$ cat src/sv/md5_pkg.sv
package md5_pkg;

    typedef enum logic [2:0] {
        ST_IDLE,
        ST_PAD,
        ST_LEN,
        ST_ROUND,
        ST_ADD,
        ST_OUT
    } state_t;

    localparam int WORD_W  = 32;
    localparam int COUNT_W = 61;

    localparam logic [WORD_W-1:0] INIT_A = 32'h67452301;
    localparam logic [WORD_W-1:0] INIT_B = 32'hefcdab89;
    localparam logic [WORD_W-1:0] INIT_C = 32'h98badcfe;
    localparam logic [WORD_W-1:0] INIT_D = 32'h10325476;

    localparam logic [7:0] PAD_BYTE  = 8'h80;
    localparam logic [7:0] ZERO_BYTE = 8'h00;

    // Per-round additive constant
    function automatic logic [31:0] round_k(input logic [5:0] idx);
        case (idx)
            6'd0:  return 32'hd76aa478;
            6'd1:  return 32'he8c7b756;
            6'd2:  return 32'h242070db;
            6'd3:  return 32'hc1bdceee;
            6'd4:  return 32'hf57c0faf;
            6'd5:  return 32'h4787c62a;
            6'd6:  return 32'ha8304613;
            6'd7:  return 32'hfd469501;
            6'd8:  return 32'h698098d8;
            6'd9:  return 32'h8b44f7af;
            6'd10: return 32'hffff5bb1;
            6'd11: return 32'h895cd7be;
            6'd12: return 32'h6b901122;
            6'd13: return 32'hfd987193;
            6'd14: return 32'ha679438e;
            6'd15: return 32'h49b40821;
            6'd16: return 32'hf61e2562;
            6'd17: return 32'hc040b340;
            6'd18: return 32'h265e5a51;
            6'd19: return 32'he9b6c7aa;
            6'd20: return 32'hd62f105d;
            6'd21: return 32'h02441453;
            6'd22: return 32'hd8a1e681;
            6'd23: return 32'he7d3fbc8;
            6'd24: return 32'h21e1cde6;
            6'd25: return 32'hc33707d6;
            6'd26: return 32'hf4d50d87;
            6'd27: return 32'h455a14ed;
            6'd28: return 32'ha9e3e905;
            6'd29: return 32'hfcefa3f8;
            6'd30: return 32'h676f02d9;
            6'd31: return 32'h8d2a4c8a;
            6'd32: return 32'hfffa3942;
            6'd33: return 32'h8771f681;
            6'd34: return 32'h6d9d6122;
            6'd35: return 32'hfde5380c;
            6'd36: return 32'ha4beea44;
            6'd37: return 32'h4bdecfa9;
            6'd38: return 32'hf6bb4b60;
            6'd39: return 32'hbebfbc70;
            6'd40: return 32'h289b7ec6;
            6'd41: return 32'heaa127fa;
            6'd42: return 32'hd4ef3085;
            6'd43: return 32'h04881d05;
            6'd44: return 32'hd9d4d039;
            6'd45: return 32'he6db99e5;
            6'd46: return 32'h1fa27cf8;
            6'd47: return 32'hc4ac5665;
            6'd48: return 32'hf4292244;
            6'd49: return 32'h432aff97;
            6'd50: return 32'hab9423a7;
            6'd51: return 32'hfc93a039;
            6'd52: return 32'h655b59c3;
            6'd53: return 32'h8f0ccc92;
            6'd54: return 32'hffeff47d;
            6'd55: return 32'h85845dd1;
            6'd56: return 32'h6fa87e4f;
            6'd57: return 32'hfe2ce6e0;
            6'd58: return 32'ha3014314;
            6'd59: return 32'h4e0811a1;
            6'd60: return 32'hf7537e82;
            6'd61: return 32'hbd3af235;
            6'd62: return 32'h2ad7d2bb;
            default: return 32'heb86d391;
        endcase
    endfunction

    // Left-rotate amount, set by round group and round mod 4
    function automatic logic [4:0] round_rot(input logic [5:0] idx);
        case ({idx[5:4], idx[1:0]})
            4'd0:  return 5'd7;
            4'd1:  return 5'd12;
            4'd2:  return 5'd17;
            4'd3:  return 5'd22;
            4'd4:  return 5'd5;
            4'd5:  return 5'd9;
            4'd6:  return 5'd14;
            4'd7:  return 5'd20;
            4'd8:  return 5'd4;
            4'd9:  return 5'd11;
            4'd10: return 5'd16;
            4'd11: return 5'd23;
            4'd12: return 5'd6;
            4'd13: return 5'd10;
            4'd14: return 5'd15;
            default: return 5'd21;
        endcase
    endfunction

    // Message word used in a round (all arithmetic mod 16)
    function automatic logic [3:0] round_word(input logic [5:0] idx);
        case (idx[5:4])
            2'd0:    return idx[3:0];
            2'd1:    return 4'({idx[1:0], 2'b00} + idx[3:0] + 4'd1);
            2'd2:    return 4'({idx[2:0], 1'b0} + idx[3:0] + 4'd5);
            default: return 4'({idx[0], 3'b000} - idx[3:0]);
        endcase
    endfunction

    function automatic logic [31:0] round_f(input logic [5:0] idx, input logic [31:0] b,
                                            input logic [31:0] c, input logic [31:0] d);
        case (idx[5:4])
            2'd0:    return (b & c) | (~b & d);
            2'd1:    return (d & b) | (~d & c);
            2'd2:    return b ^ c ^ d;
            default: return c ^ (b | ~d);
        endcase
    endfunction

endpackage

$ cat src/sv/md5_in_if.sv
interface md5_in_if;
    logic       valid;
    logic       ready;
    logic [7:0] data_byte;
    logic       has_byte;
    logic       end_of_message;

    modport source (output valid, output data_byte, output has_byte,
                    output end_of_message, input ready);
    modport sink   (input valid, input data_byte, input has_byte,
                    input end_of_message, output ready);
endinterface

$ cat src/sv/md5_out_if.sv
interface md5_out_if;
    logic        valid;
    logic        ready;
    logic [31:0] digest_word;
    logic [1:0]  word_index;
    logic        last_word;

    modport source (output valid, output digest_word, output word_index,
                    output last_word, input ready);
    modport sink   (input valid, input digest_word, input word_index,
                    input last_word, output ready);
endinterface

$ cat src/sv/md5_digest_engine.sv
// Channel  Dir  Contents
// msg      in   data_byte[7:0], has_byte, end_of_message
// digest   out  digest_word[31:0], word_index[1:0], last_word
//
// A byte transfer is taken in idle; a byte that fills a block starts a compression
// (64 rounds through the one round unit, then the chaining add).
// End of message: padding bytes up to offset 56, then the length, a compression
// for each block, then four digest transfers.
// msg.ready is high only in idle; digest stalls hold the word in place.
// rst_n clears control and loads the initial chaining words.
module md5_digest_engine (
    input  logic             clk,
    input  logic             rst_n,
    md5_in_if.sink           msg,
    md5_out_if.source        digest
);

    md5_pkg::state_t state_reg, state_next;

    logic [md5_pkg::COUNT_W-1:0] cnt_reg, cnt_next;
    logic [5:0]  pad_pos_reg, pad_pos_next;
    logic        first_pad_reg, first_pad_next;
    logic        pend_reg, pend_next;
    logic        final_reg, final_next;
    logic [5:0]  round_reg, round_next;
    logic [1:0]  idx_reg, idx_next;
    logic [31:0] a_reg, b_reg, c_reg, d_reg;
    logic [31:0] a_next, b_next, c_next, d_next;
    logic [31:0] chain_reg [4];
    logic [31:0] chain_next [4];

    // message block, bytes packed little-endian
    logic [31:0] block_mem [16];

    logic        byte_we;
    logic [5:0]  byte_pos;
    logic [7:0]  byte_val;
    logic        len_we;
    logic [63:0] bit_len;

    logic [31:0] f_sum;
    logic [63:0] rot_w;
    logic [31:0] b_new;

    assign bit_len = {cnt_reg, 3'b000};

    // shared round unit
    assign f_sum = md5_pkg::round_f(round_reg, b_reg, c_reg, d_reg) + a_reg
                   + md5_pkg::round_k(round_reg) + block_mem[md5_pkg::round_word(round_reg)];
    assign rot_w = {f_sum, f_sum} << md5_pkg::round_rot(round_reg);
    assign b_new = b_reg + rot_w[63:32];

    assign digest.digest_word = chain_reg[idx_reg];
    assign digest.word_index  = idx_reg;
    assign digest.last_word   = (idx_reg == 2'd3);

    always_comb
    begin
        state_next     = state_reg;
        cnt_next       = cnt_reg;
        pad_pos_next   = pad_pos_reg;
        first_pad_next = first_pad_reg;
        pend_next      = pend_reg;
        final_next     = final_reg;
        round_next     = round_reg;
        idx_next       = idx_reg;
        a_next         = a_reg;
        b_next         = b_reg;
        c_next         = c_reg;
        d_next         = d_reg;
        chain_next     = chain_reg;
        byte_we        = 1'b0;
        byte_pos       = pad_pos_reg;
        byte_val       = md5_pkg::ZERO_BYTE;
        len_we         = 1'b0;
        msg.ready      = 1'b0;
        digest.valid   = 1'b0;

        case (state_reg)
            md5_pkg::ST_IDLE:
            begin
                msg.ready = 1'b1;
                if (msg.valid)
                begin
                    if (msg.has_byte)
                    begin
                        byte_we  = 1'b1;
                        byte_pos = cnt_reg[5:0];
                        byte_val = msg.data_byte;
                        cnt_next = cnt_reg + 1'b1;
                    end
                    pad_pos_next   = cnt_next[5:0];
                    first_pad_next = 1'b1;
                    pend_next      = msg.end_of_message;
                    if (msg.has_byte && cnt_reg[5:0] == 6'd63)
                    begin
                        state_next = md5_pkg::ST_ROUND;
                        a_next     = chain_reg[0];
                        b_next     = chain_reg[1];
                        c_next     = chain_reg[2];
                        d_next     = chain_reg[3];
                    end
                    else if (msg.end_of_message)
                    begin
                        state_next = md5_pkg::ST_PAD;
                    end
                end
            end

            md5_pkg::ST_PAD:
            begin
                byte_we        = 1'b1;
                byte_val       = first_pad_reg ? md5_pkg::PAD_BYTE : md5_pkg::ZERO_BYTE;
                first_pad_next = 1'b0;
                pad_pos_next   = pad_pos_reg + 6'd1;
                if (pad_pos_reg == 6'd63)
                begin
                    state_next = md5_pkg::ST_ROUND;
                    a_next     = chain_reg[0];
                    b_next     = chain_reg[1];
                    c_next     = chain_reg[2];
                    d_next     = chain_reg[3];
                end
                else if (pad_pos_reg == 6'd55)
                begin
                    state_next = md5_pkg::ST_LEN;
                end
            end

            md5_pkg::ST_LEN:
            begin
                len_we     = 1'b1;
                final_next = 1'b1;
                state_next = md5_pkg::ST_ROUND;
                a_next     = chain_reg[0];
                b_next     = chain_reg[1];
                c_next     = chain_reg[2];
                d_next     = chain_reg[3];
            end

            md5_pkg::ST_ROUND:
            begin
                a_next     = d_reg;
                d_next     = c_reg;
                c_next     = b_reg;
                b_next     = b_new;
                round_next = round_reg + 6'd1;
                if (round_reg == 6'd63)
                    state_next = md5_pkg::ST_ADD;
            end

            md5_pkg::ST_ADD:
            begin
                chain_next[0] = chain_reg[0] + a_reg;
                chain_next[1] = chain_reg[1] + b_reg;
                chain_next[2] = chain_reg[2] + c_reg;
                chain_next[3] = chain_reg[3] + d_reg;
                if (final_reg)
                begin
                    state_next = md5_pkg::ST_OUT;
                    idx_next   = 2'd0;
                end
                else if (pend_reg)
                    state_next = md5_pkg::ST_PAD;
                else
                    state_next = md5_pkg::ST_IDLE;
            end

            md5_pkg::ST_OUT:
            begin
                digest.valid = 1'b1;
                if (digest.ready)
                begin
                    idx_next = idx_reg + 2'd1;
                    if (idx_reg == 2'd3)
                    begin
                        // restart for the next message
                        chain_next[0] = md5_pkg::INIT_A;
                        chain_next[1] = md5_pkg::INIT_B;
                        chain_next[2] = md5_pkg::INIT_C;
                        chain_next[3] = md5_pkg::INIT_D;
                        cnt_next      = '0;
                        pend_next     = 1'b0;
                        final_next    = 1'b0;
                        state_next    = md5_pkg::ST_IDLE;
                    end
                end
            end

            default:
            begin
                state_next = md5_pkg::ST_IDLE;
            end
        endcase
    end

    always_ff @(posedge clk or negedge rst_n)
    begin
        if (!rst_n)
        begin
            state_reg     <= md5_pkg::ST_IDLE;
            cnt_reg       <= '0;
            pad_pos_reg   <= '0;
            first_pad_reg <= 1'b0;
            pend_reg      <= 1'b0;
            final_reg     <= 1'b0;
            round_reg     <= '0;
            idx_reg       <= '0;
            chain_reg[0]  <= md5_pkg::INIT_A;
            chain_reg[1]  <= md5_pkg::INIT_B;
            chain_reg[2]  <= md5_pkg::INIT_C;
            chain_reg[3]  <= md5_pkg::INIT_D;
        end
        else
        begin
            state_reg     <= state_next;
            cnt_reg       <= cnt_next;
            pad_pos_reg   <= pad_pos_next;
            first_pad_reg <= first_pad_next;
            pend_reg      <= pend_next;
            final_reg     <= final_next;
            round_reg     <= round_next;
            idx_reg       <= idx_next;
            chain_reg     <= chain_next;
        end
    end

    always_ff @(posedge clk)
    begin
        a_reg <= a_next;
        b_reg <= b_next;
        c_reg <= c_next;
        d_reg <= d_next;
    end

    always_ff @(posedge clk)
    begin
        if (byte_we)
            block_mem[byte_pos[5:2]][{byte_pos[1:0], 3'b000} +: 8] <= byte_val;
        if (len_we)
        begin
            block_mem[14] <= bit_len[31:0];
            block_mem[15] <= bit_len[63:32];
        end
    end

`ifndef SYNTH
    a_no_overlap: assert property (@(posedge clk) disable iff (!rst_n)
        !(msg.ready && digest.valid))
        else $error("input ready while digest pending");

    a_last_to_idle: assert property (@(posedge clk) disable iff (!rst_n)
        digest.valid && digest.ready && digest.last_word |=> msg.ready && cnt_reg == '0)
        else $error("engine not restarted after last digest word");

    a_round_idle: assert property (@(posedge clk) disable iff (!rst_n)
        state_reg != md5_pkg::ST_ROUND |-> round_reg == 6'd0)
        else $error("round counter not at zero outside compression");

    a_pad_end: assert property (@(posedge clk) disable iff (!rst_n)
        state_reg == md5_pkg::ST_LEN |-> pad_pos_reg == 6'd56 && pend_reg)
        else $error("length written at wrong block offset");
`endif

endmodule

$ cat src/flat_wrapper.sv
// flat-port wrapper written by rule: the top's interface ports become plain ports
module md5_digest_engine_flat 
  (clk, rst_n, msg_valid, msg_data_byte, msg_has_byte, msg_end_of_message, msg_ready, digest_valid, digest_digest_word, digest_word_index, digest_last_word, digest_ready);
  md5_in_if msg_i ();
  md5_out_if digest_i ();
  input  logic clk;
  input  logic rst_n;
  input wire logic [$bits(msg_i.valid)-1:0] msg_valid;
  input wire logic [$bits(msg_i.data_byte)-1:0] msg_data_byte;
  input wire logic [$bits(msg_i.has_byte)-1:0] msg_has_byte;
  input wire logic [$bits(msg_i.end_of_message)-1:0] msg_end_of_message;
  output wire logic [$bits(msg_i.ready)-1:0] msg_ready;
  output wire logic [$bits(digest_i.valid)-1:0] digest_valid;
  output wire logic [$bits(digest_i.digest_word)-1:0] digest_digest_word;
  output wire logic [$bits(digest_i.word_index)-1:0] digest_word_index;
  output wire logic [$bits(digest_i.last_word)-1:0] digest_last_word;
  input wire logic [$bits(digest_i.ready)-1:0] digest_ready;
  assign msg_i.valid = msg_valid;
  assign msg_i.data_byte = msg_data_byte;
  assign msg_i.has_byte = msg_has_byte;
  assign msg_i.end_of_message = msg_end_of_message;
  assign msg_ready = msg_i.ready;
  assign digest_valid = digest_i.valid;
  assign digest_digest_word = digest_i.digest_word;
  assign digest_word_index = digest_i.word_index;
  assign digest_last_word = digest_i.last_word;
  assign digest_i.ready = digest_ready;
  md5_digest_engine u_core (.clk(clk), .rst_n(rst_n), .msg(msg_i), .digest(digest_i));
endmodule
$ cat config.mk
export PLATFORM = sky130hd
export DESIGN_NAME = md5_digest_engine_flat
export DESIGN_NICKNAME = d
export VERILOG_FILES = /design/src/sv/md5_pkg.sv /design/src/sv/md5_in_if.sv /design/src/sv/md5_out_if.sv /design/src/sv/md5_digest_engine.sv /design/src/flat_wrapper.sv
export SDC_FILE = /design/constraint.sdc
export NUM_CORES = 2
export LEC_CHECK = 0
export BUFFER_PORTS_ARGS = -buffer_cell sky130_fd_sc_hd__buf_4
export CAP_MARGIN = 20
export CORE_UTILIZATION = 50
export CTS_CLUSTER_DIAMETER = 40
export DETAILED_ROUTE_END_ITERATION = 12
export GPL_TIMING_DRIVEN = 0
export PLACE_DENSITY = 0.68
export SYNTH_ARGS = -nofsm -noshare
export SYNTH_HDL_FRONTEND = slang
export SYNTH_SLANG_ARGS = --single-unit
$ cat constraint.sdc
create_clock -name clk -period 11.6 [get_ports clk]
set_input_delay 1.74 -clock clk [delete_from_list [all_inputs] [get_ports clk]]
set_output_delay 1.74 -clock clk [all_outputs]
set_load 0.01 [all_outputs]
==> summary.md <==
| Metric | Value |
|---|---|
| Status | completed |
| Crit path time final | between 10 and 15 ns |
| Syn_area_per_cell | 10.4 µm² |
| Grt peak-use layer | met2 |
| GRT overflow | 0 |
| Gr usage total | around 36% |
| Library cells used by synthesis | 85 |
| Drt drc | 0 |
| CP max FO | 10 |
| CP Class | reg2reg |
| Slowest CP cell | a31oi_2 |
| CTS Buffer Depth | 3 |
| Reg power frac | between 40% and 50% |
| Max reg flops | 512 |
| Clock Skew | roughly 0.064 ns |
| CTS tree | built |
| Std cell rows | roughly 120 |
| Total CTS buffers | 116 |
| Tightest Hold Check Type | reg2reg |
| Synth async-reset ratio | ~25% |
| Remaining antenna violation count | 0 |
| Placed wire-length estimate | between 100000 and 150000 µm |
| Startpoint Class | register |
| Peak VDD IR | between 100 and 150 µV |
| Share of post-route cells with drive strength above 1 | about 14% |
| Mapped Cells | slightly above 5000 |
| Vias in the first global route | 41400 |
| Post-Syn Area | 52600 µm² |
| I/O Pins | 51 |
| Worst-Margin Slew | 1.31 ns |
| Synth Register Bits | 849 |
| Setup WS pre-CTS | -3.52 ns |
| Crit path max-delay family | compound AO/OA/AOI/OAI gates |
| Cell taking the most area after synthesis | edfxtp_1 |
| Clk Latency, worst-skew pair | 0.75 ns |
| Final setup vio count | 0 |
| Critical Path Max Stage Delay | around 0.57 ns |
| DR iter-0 viols | 6446 |
| Comb pwr share | less than 1% |
| YS warnings | 0 |
| Met3 Use GR | between 9 and 10% |
| Flop-to-flop setup slack | about 0.15 ns |
| Arrival time at the worst endpoint | 12.00 ns |
| Net count after synthesis | 5345 |
| GR Util met2 | 51.6% |
| Synth top area cells | edfxtp_1 (36%), mux4_2 (7.1%), dfrtp_1 (6.9%), ha_1 (5.3%), nand2_1 (4.9%) |
| CP endpoint kind | register |
| Net Sw Power | around 1500 µW |
| EDFF count, synth | approximately 640 |
| Sw frac | between 20% and 30% |
| Largest net degree at the start of global routing | 106 |
| Dpl cells | around 6500 |
| Clk root buf | clkbuf_16 |
| Leakage | about 0.023 µW |
| Clock power frac | 53.1% |
| Non-filler cells, final | between 6000 and 7000 |
| Worst-path clk slew | ~0.060 ns |
| Slew headroom | between 10% and 20% |
| Final critical-path share of the clock period | slightly below 100% |
| Routed WL | a little under 200000 µm |
| Fin nets | around 5600 |
| Initial antenna violation count | 2 |
| Core footprint | a little over 100000 µm² |
| Global-route wire length before repair | approximately 280000 µm |
| Main synth FF type | edfxtp_1 |
| Routed WL per cell | around 28 µm |
| Final Max Tran Viols | 0 |
| Max cap viols | 0 |
| GPL Wtd Cong | approximately 1 |
| Vias per cell | around 6.5 |
| Die Height | 326 µm |
| Vias | roughly 44000 |
| Final hold slack | 0.489 ns |
| RSZ-0062 raised after global routing | no |
| Clock sink total | roughly 850 |
| Crit path top cell by count | a31oi_2 |
| Area growth syn-to-layout | 14.3% |
| Share of the synthesized area in the top cell type | a little over a third |
| WP buf/inv | 8 |
| Starting Density | around half |
| Die ar. | ~110000 µm² |
| Fmax | between 80 and 90 MHz |
| Port Buf Inserts | 49 |
| Final worst slack | between 0.15 and 0.2 ns |
| Power density over the cells | approximately 120 nW/µm² |
| Met1 usage | 50.9% |
| WP data required | ~12 ns |
| Hold Vio Cnt, Final | 0 |
| Internal power | 5450 µW |
| H-tree levels | 3 |
| DRT Pass-1 Iters | 8 |
| Die Width | roughly 330 µm |
| Sequential element share of the synthesized area | 46.5% |
## metrics by stage
stage | power [µW] | TNS [ns] | area (µm²) | util (%)
floorplan | 3300 | 0 | 52600 | -
CTS | 6960 | 0 | 59700 | 57.4
finish | 6950 | 0 | 60200 | 57.9
global placement | 3320 | -58.30 | 54700 | 52.7
detailed placement | 3320 | -59.29 | 55200 | 53.1
global route | 7080 | 0 | 60200 | 57.9
## power by group through the flow
| stage | combinational, µW | clock (µW) | sequential [µW] |
|---|---|---|---|
| 2_1_floorplan | 1.51 | 0 | 3290 |
| 3_3_place_gp | 23.9 | 0 | 3290 |
| 3_5_place_dp | 25.5 | 0 | 3290 |
| 4_1_cts | 25.6 | 3700 | 3230 |
| 5_1_grt | 27.9 | 3820 | 3230 |
| 6_report | 25.2 | 3690 | 3230 |
## final timing paths
kind                       cells past startpoint                    start                 endpoint
setup / recovery                              39      u_core.round_reg[5]         u_core.b_reg[31]
hold / removal                                 1  u_core.block_mem[14][1]  u_core.block_mem[14][1]
setup reg to reg                              39      u_core.round_reg[5]         u_core.b_reg[31]
hold reg to reg                                1  u_core.block_mem[14][1]  u_core.block_mem[14][1]
max in group asynchronous                      2                    rst_n       u_core.cnt_reg[44]
min in group asynchronous                      1                    rst_n     u_core.chain_reg[61]
## area by class of cell
cell class,instances,area [µm²]
clock buffer,142,3100
fill,8836,43800
multi-input combinational,3683,26600
clock inverter,79,966
antenna,1,2.50
timing repair buffer,124,1150
buffer,263,1170
tap,1380,1730
sequential,849,24500
inverter,241,927
## kinds of logic after synthesis
| group | count (synthesis) | synth area share [%] |
|---|---|---|
| adder cells (fa/ha/maj) | 289 | 7.84 |
| XOR/XNOR | 285 | 4.74 |
| AND/OR/NAND/NOR | 1545 | 13.0 |
| flip-flops | 849 | 46.5 |
| buffers and inverters | 510 | 3.66 |
| multiplexers | 288 | 9.45 |
| AO/OA/AOI/OAI | 1276 | 14.8 |
## Yosys cell counts, types with 21 or more instances
master / instances
xnor2_1: 171
mux4_2: 165
nand2b_1: 36
and3_1: 37
fa_1: 68
buf_1: 64
xor2_1: 114
a21o_1: 118
a31oi_1: 89
o21bai_1: 22
nand3_1: 118
mux2i_1: 104
dfrtp_1: 145
nor2b_1: 82
nor3_1: 88
o21ai_1: 21
o21a_1: 22
nand4_1: 24
o21ai_0: 354
a21oi_1: 387
a211oi_1: 67
ha_1: 221
dfstp_2: 64
inv_1: 236
nor2_1: 369
clkbuf_1: 197
nand2_1: 693
edfxtp_1: 637
## worst reg2reg max path: cells and delay by family, from the launching register on
family | cells | cell delay (ns)
buf+inv | 8 | 2.54
fa+ha+maj | 4 | 1.60
mux | 1 | 0.24
simple gates | 7 | 1.64
xor+xnor | 2 | 0.45
flops | 1 | 0.36
compound gates | 17 | 4.46
## what timing repair did
item | 4_1_cts | 5_1_grt
resized for setup | 130 | 92
endpoints found under the setup margin | 32 | 12
pin swaps | 7 | 12
hold buffers | 0 | 0
buffers inserted | 9 | 14
endpoints found under the hold margin | 0 | 0
## layer usage
layer	up-vias	routed length [µm]
li1	18900	-
met2	2897	82300
met1	21800	77400
met5	-	0
met3	496	24700
met4	0	8210
## layout by cell type (no fill, tap or decap), types with 20 or more instances in the layout
cell type	count
mux4_2	165
a21o_1	118
ha_1	218
a21oi_1	375
nor3_1	87
fa_1	67
o21a_1	22
nand4_1	24
inv_1	235
or2_2	20
nor2_1	368
dfstp_2	64
buf_2	25
buf_1	33
nand2_1	693
a211oi_1	61
and3_1	37
buf_8	22
o21ai_0	348
mux2i_1	97
clkbuf_16	118
clkbuf_2	22
buf_4	87
nor2b_1	82
clkbuf_1	183
o21bai_1	22
nand2b_1	36
a31oi_1	81
xnor2_1	169
or3_1	20
dfrtp_1	142
nand3_1	118
edfxtp_1	637
xor2_1	114
(Power assumes the default switching activity.)
